### config.mk
export PLATFORM = sky130hd
export DESIGN_NAME = unary_float_int_convert_flat
export DESIGN_NICKNAME = d
export VERILOG_FILES = /design/src/sv/ufic_pkg.sv /design/src/sv/ufic_if.sv /design/src/sv/unary_float_int_convert.sv /design/src/flat_wrapper.sv
export SDC_FILE = /design/constraint.sdc
export NUM_CORES = 1
export LEC_CHECK = 0
export BUFFER_PORTS_ARGS = -buffer_cell sky130_fd_sc_hd__buf_2
export CAP_MARGIN = 20
export CORE_UTILIZATION = 30
export CTS_CLUSTER_DIAMETER = 80
export DETAILED_ROUTE_END_ITERATION = 8
export SYNTH_ARGS = -nofsm -noshare
export SYNTH_HDL_FRONTEND = slang
export SYNTH_SLANG_ARGS = --single-unit
export TNS_END_PERCENT = 1
### constraint.sdc
create_clock -name clk -period 6.5 [get_ports clk]
set_input_delay 1.3 -clock clk [delete_from_list [all_inputs] [get_ports clk]]
set_output_delay 1.3 -clock clk [all_outputs]
set_load 0.005 [all_outputs]
### src/sv/ufic_pkg.sv
// Package for the unary float/int conversion lane.
// Holds the operation codes and field widths; no dependencies.
package ufic_pkg;
	localparam int CmdW = 4;
	localparam int WordW = 32;
	localparam int CountW = 2;

	localparam logic [CmdW-1:0] CMD_MOV     = 4'd0;
	localparam logic [CmdW-1:0] CMD_NOT     = 4'd1;
	localparam logic [CmdW-1:0] CMD_F32_I32 = 4'd2;
	localparam logic [CmdW-1:0] CMD_F32_U32 = 4'd3;
	localparam logic [CmdW-1:0] CMD_U32_F32 = 4'd4;
	localparam logic [CmdW-1:0] CMD_I32_F32 = 4'd5;
	localparam logic [CmdW-1:0] CMD_F64_I32 = 4'd6;
	localparam logic [CmdW-1:0] CMD_F32_F64 = 4'd7;
	localparam logic [CmdW-1:0] CMD_F64_F32 = 4'd8;
	localparam logic [CmdW-1:0] CMD_TRUNC   = 4'd9;
	localparam logic [CmdW-1:0] CMD_SEXT    = 4'd10;
	localparam logic [CmdW-1:0] CMD_NOP     = 4'd11;

	typedef struct packed {
		logic [WordW-1:0]  dst_lo;
		logic [WordW-1:0]  dst_hi;
		logic [CountW-1:0] write_count;
	} out_item_t;
endpackage

### src/sv/ufic_if.sv
// Valid/ready channel interfaces for the conversion lane.
// Depends on ufic_pkg for the field widths.
interface ufic_in_if;
	logic valid;
	logic ready;
	logic [ufic_pkg::CmdW-1:0] command;
	logic [ufic_pkg::WordW-1:0] src_lo;
	logic [ufic_pkg::WordW-1:0] src_hi;
	modport source (output valid, command, src_lo, src_hi, input ready);
	modport sink (input valid, command, src_lo, src_hi, output ready);
endinterface

interface ufic_out_if;
	logic valid;
	logic ready;
	logic [ufic_pkg::WordW-1:0] dst_lo;
	logic [ufic_pkg::WordW-1:0] dst_hi;
	logic [ufic_pkg::CountW-1:0] write_count;
	modport source (output valid, dst_lo, dst_hi, write_count, input ready);
	modport sink (input valid, dst_lo, dst_hi, write_count, output ready);
endinterface

### src/sv/unary_float_int_convert.sv
// Top level of the unary float/int conversion lane: a three-stage pipeline.
// Depends on ufic_pkg and the channel interfaces in ufic_if.sv.
//
// channel   dir  fields
// in        in   command, src_lo, src_hi
// out       out  dst_lo, dst_hi, write_count
//
// An item accepted at a clock edge is written into the stage 1 register, then the stage 2
// register, then the output register; one item per cycle is sustained while out.ready is high.
// Stage 1 decodes and counts the leading zeros of the operand, stage 2 shifts,
// aligns and decides the rounding, stage 3 adds the rounding increment and packs.
// Reset clears the valid bits only. A stall holds the full stages from the output back to the
// first empty one; a stage takes a new item whenever it is empty or the stage after it moves.
module unary_float_int_convert (
	input  logic clk,
	input  logic arst_n,
	ufic_in_if.sink   in,
	ufic_out_if.source out
);
	localparam logic [ufic_pkg::CountW-1:0] CNT0 = 2'd0;
	localparam logic [ufic_pkg::CountW-1:0] CNT1 = 2'd1;
	localparam logic [ufic_pkg::CountW-1:0] CNT2 = 2'd2;

	logic v_s1, v_s2, v_s3;
	logic adv1, adv2, adv3;

	assign adv3 = !v_s3 || out.ready;
	assign adv2 = !v_s2 || adv3;
	assign adv1 = !v_s1 || adv2;
	assign in.ready = adv1;

	function automatic logic [5:0] lz64(input logic [63:0] v);
		logic [5:0] n;
		n = 6'd0;
		for (int i = 0; i < 64; i++) begin
			if (v[i]) begin
				n = 6'(63 - i);
			end
		end
		return n;
	endfunction

	// Stage 1: decode, classify, build a left-justified magnitude.
	logic [3:0]  cmd_s1;
	logic [31:0] lo_s1, hi_s1;
	logic [63:0] nm_s1;
	logic [5:0]  lz_s1;
	logic        neg_s1;

	logic [63:0] mag_c;
	logic        neg_c;
	always_comb begin
		mag_c = 64'd0;
		neg_c = 1'b0;
		case (in.command)
			ufic_pkg::CMD_F32_I32, ufic_pkg::CMD_F64_I32: begin
				neg_c = in.src_lo[31];
				mag_c = {(in.src_lo[31] ? 32'd0 - in.src_lo : in.src_lo), 32'd0};
			end
			ufic_pkg::CMD_F32_U32: mag_c = {in.src_lo, 32'd0};
			ufic_pkg::CMD_F64_F32: mag_c = {in.src_lo[22:0], 41'd0};
			default: mag_c = 64'd0;
		endcase
	end

	always_ff @(posedge clk or negedge arst_n) begin
		if (!arst_n) begin
			v_s1 <= 1'b0;
		end else if (adv1) begin
			v_s1 <= in.valid;
		end
	end
	always_ff @(posedge clk) begin
		if (adv1 && in.valid) begin
			cmd_s1 <= in.command;
			lo_s1 <= in.src_lo;
			hi_s1 <= in.src_hi;
			nm_s1 <= mag_c;
			lz_s1 <= lz64(mag_c);
			neg_s1 <= neg_c;
		end
	end

	// Stage 2: normalize or align, decide rounding, saturate.
	logic [3:0]  cmd_s2;
	logic [31:0] lo_s2, r_s2, rh_s2;
	logic [24:0] q_s2;
	logic        inc_s2;
	logic [1:0]  cnt_s2;

	logic [31:0] r_c, rh_c;
	logic [24:0] q_c;
	logic        inc_c;
	logic [1:0]  cnt_c;
	logic [63:0] nrm, dm;
	logic [7:0]  e8;
	logic [22:0] f23;
	logic [31:0] m32, q32;
	logic [10:0] e11;
	logic [51:0] f52;
	logic [5:0]  p;
	logic        rb, st;
	logic [8:0]  ex9;
	logic [11:0] ex;
	logic [63:0] m64, rm;
	logic [6:0]  sh;
	logic [53:0] q54;
	logic [31:0] tmask;
	always_comb begin
		r_c = 32'd0;
		rh_c = 32'd0;
		q_c = 25'd0;
		inc_c = 1'b0;
		cnt_c = CNT1;
		nrm = nm_s1 << lz_s1;
		p = 6'd63 - lz_s1;
		e8 = lo_s1[30:23];
		f23 = lo_s1[22:0];
		m32 = {1'b1, f23, 8'd0};
		q32 = 32'd0;
		e11 = hi_s1[30:20];
		f52 = {hi_s1[19:0], lo_s1};
		rb = 1'b0;
		st = 1'b0;
		ex9 = 9'd0;
		ex = 12'd0;
		m64 = 64'd0;
		rm = 64'd0;
		sh = 7'd0;
		q54 = 54'd0;
		dm = 64'd0;
		tmask = 32'd0;
		case (cmd_s1)
			ufic_pkg::CMD_MOV: r_c = lo_s1;
			ufic_pkg::CMD_NOT: r_c = ~lo_s1;
			ufic_pkg::CMD_F32_I32, ufic_pkg::CMD_F32_U32: begin
				if (nm_s1 != 64'd0) begin
					rb = nrm[39];
					st = nrm[38:0] != 39'd0;
					q_c = {1'b0, nrm[63:40]};
					inc_c = rb && (st || nrm[40]);
					r_c = {neg_s1, 8'd94 + {2'd0, p}, 23'd0};
				end
			end
			ufic_pkg::CMD_U32_F32, ufic_pkg::CMD_I32_F32: begin
				ex9 = {1'b0, e8} - 9'd127;
				if (e8 == 8'hFF && f23 != 23'd0) begin
					r_c = 32'd0;
				end else if (cmd_s1 == ufic_pkg::CMD_U32_F32 && lo_s1[31]) begin
					r_c = 32'd0;
				end else if (e8 < 8'd127) begin
					r_c = 32'd0;
				end else if (cmd_s1 == ufic_pkg::CMD_U32_F32 && ex9 >= 9'd32) begin
					r_c = 32'hFFFFFFFF;
				end else if (cmd_s1 == ufic_pkg::CMD_I32_F32 && ex9 >= 9'd31) begin
					r_c = lo_s1[31] ? 32'h80000000 : 32'h7FFFFFFF;
				end else begin
					q32 = m32 >> (5'd31 - ex9[4:0]);
					r_c = (cmd_s1 == ufic_pkg::CMD_I32_F32 && lo_s1[31])
						? 32'd0 - q32 : q32;
				end
			end
			ufic_pkg::CMD_F64_I32: begin
				cnt_c = CNT2;
				if (nm_s1 != 64'd0) begin
					rh_c = {neg_s1, 11'(11'd1023 + {5'd0, p} - 11'd32), nrm[62:43]};
					r_c = nrm[42:11];
				end
			end
			ufic_pkg::CMD_F32_F64: begin
				if (e11 == 11'h7FF) begin
					r_c = (f52 == 52'd0) ? {hi_s1[31], 31'h7F800000}
						: {hi_s1[31], 31'h7FC00000} | {9'd0, f52[51:29]};
				end else if (e11 == 11'd0) begin
					r_c = {hi_s1[31], 31'd0};
				end else begin
					ex = {1'b0, e11} - 12'd1023;
					if ($signed(ex) > 12'sd127) begin
						r_c = {hi_s1[31], 31'h7F800000};
					end else begin
						m64 = {11'd0, 1'b1, f52};
						if ($signed(ex) >= -12'sd126) begin
							sh = 7'd29;
						end else if ($signed(ex) < -12'sd157) begin
							sh = 7'd60;
						end else begin
							sh = 7'(12'd29 + (12'd0 - 12'd126 - ex));
						end
						q54 = 54'(m64 >> sh);
						rm = m64 & ((64'd1 << sh) - 64'd1);
						dm = 64'd1 << (sh - 7'd1);
						q_c = q54[24:0];
						inc_c = rm > dm || (rm == dm && q54[0]);
						if ($signed(ex) >= -12'sd126) begin
							r_c = {hi_s1[31], 8'(ex + 12'd126), 23'd0};
						end else begin
							r_c = {hi_s1[31], 31'd0};
						end
					end
				end
			end
			ufic_pkg::CMD_F64_F32: begin
				cnt_c = CNT2;
				if (e8 == 8'hFF) begin
					rh_c = (f23 == 23'd0) ? {lo_s1[31], 31'h7FF00000}
						: {lo_s1[31], 31'h7FF80000} | {12'd0, f23[22:3]};
					r_c = {f23[2:0], 29'd0};
				end else if (e8 == 8'd0) begin
					if (f23 != 23'd0) begin
						rh_c = {lo_s1[31], 11'(11'd874 + {5'd0, p} - 11'd41),
							nrm[62:43]};
						r_c = nrm[42:11];
					end else begin
						rh_c = {lo_s1[31], 31'd0};
					end
				end else begin
					rh_c = {lo_s1[31], 11'({3'd0, e8} + 11'd896), f23[22:3]};
					r_c = {f23[2:0], 29'd0};
				end
			end
			ufic_pkg::CMD_TRUNC: begin
				if (e8 == 8'hFF) begin
					r_c = (f23 != 23'd0) ? (lo_s1 | 32'h00400000) : lo_s1;
				end else if (e8 < 8'd127) begin
					r_c = {lo_s1[31], 31'd0};
				end else if (e8 >= 8'd150) begin
					r_c = lo_s1;
				end else begin
					tmask = (32'd1 << 5'(8'd150 - e8)) - 32'd1;
					r_c = lo_s1 & ~tmask;
				end
			end
			ufic_pkg::CMD_SEXT: begin
				cnt_c = CNT2;
				r_c = lo_s1;
				rh_c = {32{lo_s1[31]}};
			end
			default: cnt_c = CNT0;
		endcase
	end

	always_ff @(posedge clk or negedge arst_n) begin
		if (!arst_n) begin
			v_s2 <= 1'b0;
		end else if (adv2) begin
			v_s2 <= v_s1;
		end
	end
	always_ff @(posedge clk) begin
		if (adv2 && v_s1) begin
			cmd_s2 <= cmd_s1;
			lo_s2 <= lo_s1;
			r_s2 <= r_c;
			rh_s2 <= rh_c;
			q_s2 <= q_c;
			inc_s2 <= inc_c;
			cnt_s2 <= cnt_c;
		end
	end

	// Stage 3: add the rounded mantissa into the packed word, output register.
	logic [31:0] r_s3, rh_s3;
	logic [1:0]  cnt_s3;
	always_ff @(posedge clk or negedge arst_n) begin
		if (!arst_n) begin
			v_s3 <= 1'b0;
		end else if (adv3) begin
			v_s3 <= v_s2;
		end
	end
	always_ff @(posedge clk) begin
		if (adv3 && v_s2) begin
			r_s3 <= r_s2 + {7'd0, q_s2 + {24'd0, inc_s2}};
			rh_s3 <= (cnt_s2 == CNT2) ? rh_s2 : 32'd0;
			cnt_s3 <= cnt_s2;
		end
	end

	assign out.valid = v_s3;
	assign out.dst_lo = r_s3;
	assign out.dst_hi = rh_s3;
	assign out.write_count = cnt_s3;

	a_hold: assert property (@(posedge clk) disable iff (!arst_n)
		out.valid && !out.ready |=> out.valid && $stable(out.dst_lo))
		else $error("output item changed under stall");
	a_cnt: assert property (@(posedge clk) disable iff (!arst_n)
		out.valid |-> out.write_count != 2'd3)
		else $error("bad write count");
	a_hi: assert property (@(posedge clk) disable iff (!arst_n)
		out.valid && out.write_count != CNT2 |-> out.dst_hi == 32'd0)
		else $error("high word not zero");
	a_mov: assert property (@(posedge clk) disable iff (!arst_n)
		v_s2 && adv3 && cmd_s2 == ufic_pkg::CMD_MOV |=> out.dst_lo == $past(lo_s2))
		else $error("mov mismatch");
endmodule
### src/flat_wrapper.sv
// flat-port wrapper written by rule: the top's interface ports become plain ports
module unary_float_int_convert_flat 
  (clk, arst_n, in_valid, in_command, in_src_lo, in_src_hi, in_ready, out_valid, out_dst_lo, out_dst_hi, out_write_count, out_ready);
  ufic_in_if in_i ();
  ufic_out_if out_i ();
  input  logic clk;
  input  logic arst_n;
  input wire logic [$bits(in_i.valid)-1:0] in_valid;
  input wire logic [$bits(in_i.command)-1:0] in_command;
  input wire logic [$bits(in_i.src_lo)-1:0] in_src_lo;
  input wire logic [$bits(in_i.src_hi)-1:0] in_src_hi;
  output wire logic [$bits(in_i.ready)-1:0] in_ready;
  output wire logic [$bits(out_i.valid)-1:0] out_valid;
  output wire logic [$bits(out_i.dst_lo)-1:0] out_dst_lo;
  output wire logic [$bits(out_i.dst_hi)-1:0] out_dst_hi;
  output wire logic [$bits(out_i.write_count)-1:0] out_write_count;
  input wire logic [$bits(out_i.ready)-1:0] out_ready;
  assign in_i.valid = in_valid;
  assign in_i.command = in_command;
  assign in_i.src_lo = in_src_lo;
  assign in_i.src_hi = in_src_hi;
  assign in_ready = in_i.ready;
  assign out_valid = out_i.valid;
  assign out_dst_lo = out_i.dst_lo;
  assign out_dst_hi = out_i.dst_hi;
  assign out_write_count = out_i.write_count;
  assign out_i.ready = out_ready;
  unary_float_int_convert u_core (.clk(clk), .arst_n(arst_n), .in(in_i), .out(out_i));
endmodule
Word level (Yosys, flattened, before mapping)
Index checks and enable logic that the tools add are counted.
{ "word_totals": {"out_inout_bits": 68, "in_bits": 72, "reg_bits": 300} }
{ "classes": {"n_bitwise": 6, "eq_ne": 18, "n_reduce_logical": 37, "n_shift": 6, "addsub": 21, "muxes": 110, "magnitude_cmp": 8} }
{ "op_table": {"columns": ["cell", "n"], "rows": [
  ["$mux 32", 21],
  ["$pmux 32 s8", 1],
  ["$mux 6", 32],
  ["$pmux 64 s3", 1],
  ["$mux 31", 5],
  ["$shl 1x7->64 const A", 2],
  ["$pmux 32 s3", 1],
  ["$mux 5", 16],
  ["$mux 25", 3],
  ["$and 53x64->64", 1],
  ["$eq 64x64->1", 1],
  ["$gt 64x64->1", 1],
  ["$not 32->32", 2],
  ["$reduce_bool 64->1", 1],
  ["$shl 64x6->64", 1],
  ["$sub 1x32->32 const A", 2],
  ["$sub 64x1->64 const B", 1],
  ["$shr 53x7->25", 1],
  ["$logic_not 52->1", 1],
  ["$pmux 25 s2", 1],
  ["$mux 7", 6],
  ["$reduce_bool 39->1", 1],
  ["$add 32x25->32", 1],
  ["$and 32x32->32", 1],
  ["54 further kinds", 102]
]} }

Logic depth before layout (Yosys ltp)
{ "depth": {"depth_word": 66, "ltp_mapped": 25} }

Least setup slack after synthesis
Ideal clock, no wire load.
{ "synth_path": {"path_kind": "reg2reg", "start": "register u_core.hi_s1[20]", "end": "register u_core.inc_s2 (data pin)", "slack_ns": 1.045, "path_stages_with_launch": 25, "arrival_ns": 5.187, "path_cell_list": "edfxtp_1 > ha_1 > buf_2 > or3b_1 > o22a_1 > o32ai_2 > buf_2 > nand2_1 > o211ai_1 > buf_2 > nor2_1 > ha_1 > nor2_1 > nand3_1 > ha_1 > a21o_1 > a21o_1 > a21o_1 > a211oi_1 > o21ai_0 > o2bb2ai_1 > o41ai_1 > a311oi_1 > o2bb2ai_1 > a21oi_1"} }
{ "synth_between": {"elab_chain_cells": 19, "word_cells_on_any_way": 28} }
{ "synth_lines": {"columns": ["element", "line_no", "text"], "rows": [
  ["start, declared", "unary_float_int_convert.sv:45", "logic [31:0] lo_s1, hi_s1;"],
  ["start signal, assigned", "unary_float_int_convert.sv:77", "hi_s1 <= in.src_hi;"],
  ["parallel branches: the longest is 17 deep, another holds $sub 64x1->64", null, null],
  ["$mux 1 (*)", "unary_float_int_convert.sv:171", "if (e11 == 11'h7FF) begin"],
  ["$pmux 1 s2 (*)", "unary_float_int_convert.sv:133", "case (cmd_s1)"],
  ["via u_core.inc_c", "unary_float_int_convert.sv:93", "logic inc_c;"],
  ["end signal, assigned", "unary_float_int_convert.sv:256", "inc_s2 <= inc_c;"],
  ["end, declared", "unary_float_int_convert.sv:88", "logic inc_s2;"]
]} }
Mark *: on every way through the listed nets, which the timed path passes. The select of a mux whose other input is x is not followed.
A chain may end at the register's enable or synchronous reset.

Final worst setup path
Same ends and word-level chain as after synthesis.

==> results.sh <==
export IMPL_status="completed"
export IMPL_grt_use_met1_pct=30.72
export IMPL_io_buffers=139
export IMPL_min_delay_start="u_core.cnt_s2[1]"
export IMPL_wl_per_cell_um=25.09
export IMPL_fp_dieH_um=285.6
export IMPL_cp_end_kind="flop"
export IMPL_ios=140
export IMPL_drtPass1Iterations=6
export IMPL_yosysWarnings=0
export IMPL_drive_gt1_share_pct=14.58
export IMPL_areaGrowthSynthToFinish_pct=12.80
export IMPL_clk_latency_ps=560
export IMPL_crit_arrival_ps=6350
export IMPL_floorplan_initialDensity_pct=30.44
export IMPL_synth_area_mm2=0.02413
export IMPL_antenna_found_initial=3
export IMPL_drv_slew=0
export IMPL_synth_enable_flop_cells=264
export IMPL_grt_max_degree=63
export IMPL_drt_iter0_drc=2729
export IMPL_rows=103
export IMPL_cts_tree="yes"
export IMPL_worstHoldPathType="flop to flop"
export IMPL_critPathLaunch="u_core.hi_s1[20]"
export IMPL_wirelength_um=97070
export IMPL_nets=2966
export IMPL_tns_ps=0
export IMPL_finalSetupViolations=0
export IMPL_design_area_mm2=0.02721
export IMPL_period_minus_slack_ps=6071
export IMPL_numCtsBuffers=36
export IMPL_drv_cap=0
export IMPL_grt_first_pass_wirelength_um=142000
export IMPL_worst_path_largest_cell_delay_ps=610
export IMPL_finalHoldWorstSlack_ps=459.8
export IMPL_placed_cell_area_mm2=0.02598
export IMPL_die_width_um=285.6
export IMPL_synth_seq_area_share_pct=33.17
export IMPL_grt_usage_pct=23.02
export IMPL_cpMaxStageDelayCell="or4_4"
export IMPL_start_kind="flop"
export IMPL_htree_num_levels=2
export IMPL_busiest_layer="met2"
export IMPL_synthDistinctLibCells=110
export IMPL_drc=0
export IMPL_criticalPathCategory="flop to flop"
export IMPL_clock_sinks=267
export IMPL_use_met2_pct=35.25
export IMPL_rsz0062_at_grt="no"
export IMPL_ys_seq_elements=267
export IMPL_gp_congestion=1.011
export IMPL_fmax_mhz=164.7
export IMPL_grt_overflow_total=0
export IMPL_relSlewSlack_pct=28.34
export IMPL_clockBufferDepth=3
export IMPL_vdd_drop_max_v=0.0001477
export IMPL_dieArea_mm2=0.08156
export IMPL_placed_cells=3799
export IMPL_cp_required_ps=6780
export IMPL_postLayoutCoreUtil_pct=34.34
export IMPL_syn_inst=2714
export IMPL_place_ws_ps=377.8
export IMPL_worst_slew_pin_slew_ps=1067
export IMPL_layout_setup_ws_ps=429.2
export IMPL_vias_per_cell=5.967
export IMPL_p_leak_nw=10.32
export IMPL_antenna_left=0
export IMPL_cp_max_fo=12
export IMPL_grt_pass1_vias=21500
export IMPL_powerDensity_mw_per_mm2=233.5
export IMPL_r2r_start="u_core.hi_s1[20]"
export IMPL_fin_crit_sh_pct=93.40
export IMPL_worstPathCellList="ha_1, and2_1, a21oi_1, o41a_2, or4_4, a21oi_4, nor2_1, buf_4, ha_1, nor2_1, buf_4, nand3_1, ha_1, a21o_1, a21o_1, a21o_1, a211oi_1, o21ai_0, o2bb2ai_1, o41ai_1, a311oi_1, o2bb2ai_1, a21oi_1"
export IMPL_dp_hpwl_um=73750
export IMPL_syn_avg_cell_area_um2=8.889
export IMPL_cts_root_buffer="clkbuf_16"
export IMPL_synthFlopType="edfxtp_1"
export IMPL_finalHoldViolCount=0
export IMPL_final_cells=3869
export IMPL_coreArea_mm2=0.07926
export IMPL_gr_usage_met3_pct=4.410
export IMPL_synth_async_reset_ratio_pct=1.124
export IMPL_finalPower_mw=6.354
export IMPL_fin_skew_ps=31.32
export IMPL_vias=23090
export IMPL_clkTransAtPathRegs_ps=60
flip-flops by register name, summed over array words and instances, names as in the netlist:
| name | cells |
|---|---|
| u_core.cmd_s1 | 4 |
| u_core.cnt_s2 | 2 |
| u_core.hi_s1 | 32 |
| u_core.inc_s2 | 1 |
| u_core.lo_s1 | 32 |
| u_core.lz_s1 | 5 |
| u_core.neg_s1 | 1 |
| u_core.nm_s1 | 32 |
| u_core.out.dst_hi | 32 |
| u_core.out.dst_lo | 32 |
| u_core.out.valid | 1 |
| u_core.out.write_count | 2 |
| u_core.q_s2 | 25 |
| u_core.r_s2 | 32 |
| u_core.rh_s2 | 32 |
| u_core.v_s1 | 1 |
| u_core.v_s2 | 1 |
worst paths after layout:
path,slack (ps),to,cells after the start
max,430,u_core.inc_s2,23
min,460,u_core.out.write_count[1],0
max reg2reg,430,u_core.inc_s2,23
min reg2reg,460,u_core.out.write_count[1],0
max in group asynchronous,5850,u_core.out.valid,1
min in group asynchronous,520,u_core.v_s2,1
power by group:
group          internal, mW  switching, mW
Clock                  1.16          0.813
Combinational         0.744           1.32
Sequential             2.14          0.184
synthesized netlist by cell type (all sizes together) (41+ instances only):
library cell    n  area [µm²]
and2           75       469.2
clkbuf        138       519.2
nor3           70       376.6
xor2           51       446.7
ha            103        1289
buf            68       352.8
xnor2          66       593.1
a21oi         183       927.1
mux2i          94       940.9
o21ai         189       957.2
nand4          41       269.0
edfxtp        264        7928
inv            48       180.2
mux4           44       991.0
nand2         299        1122
nand3          90       455.4
nor2          204       775.8
area by class of cell:
cell class | instances | area [µm²]
flip-flops and latches | 267 | 8003
diodes | 1 | 2.502
multi-input cells | 2216 | 15220
clock inverters | 18 | 181.4
inverters | 50 | 187.7
repair buffers | 219 | 1296
fillers | 8197 | 52040
well taps | 1050 | 1314
clock buffers | 48 | 1008
metal layers:
| metal | routed length, µm | vias to the layer above | share of wire [%] |
|---|---|---|---|
| met5 | 45 | - | 0.046 |
| met4 | 5537 | 6 | 5.7 |
| met3 | 8894 | 253 | 9.2 |
| met2 | 42490 | 1236 | 44 |
| met1 | 40110 | 11060 | 41 |
| li1 | - | 10530 | - |
cells by family (layout without fill, tap and decap cells):
family / after synthesis / in the layout / synth area share, %
adders and majority gates: 104 / 104 / 5.425
DFF: 267 / 267 / 33.17
AOI/OAI and AO/OA: 810 / 810 / 22.70
muxes: 173 / 173 / 9.657
buffers and inverters: 256 / 335 / 4.393
xor gates and xnor gates: 117 / 117 / 4.310
and+or+nand+nor: 985 / 985 / 20.31
other: 2 / 28 / 0.03113
worst max-delay path, delay by kind of cell, from the launching register on:
family          cells  cell delay [ps]
compound gates     13             2590
fa+ha+maj           3             1180
buf+inv             2              330
flops               1              560
simple gates        5             1120
what timing repair did:
item | in CTS | in global routing
hold buffers | 0 | 0
gates resized for setup | 0 | 3
setup endpoints to repair | 0 | 1
setup buffers | 0 | 2
layout by cell type, fill, tap and decap left out, types with 34 or more instances in the layout:
master     count
a211oi_1      36
a21o_1        39
a21oi_1      182
a31oi_1       39
and2_1        72
buf_2        139
buf_4         79
clkbuf_16     38
edfxtp_1     264
ha_1         103
inv_1         47
mux2i_1       94
mux4_2        44
nand2_1      299
nand3_1       89
nand4_1       39
nor2_1       202
nor3_1        65
o211ai_1      34
o21ai_0      175
xnor2_1       62
xor2_1        49
No activity file was read; power rests on OpenSTA's default activity.
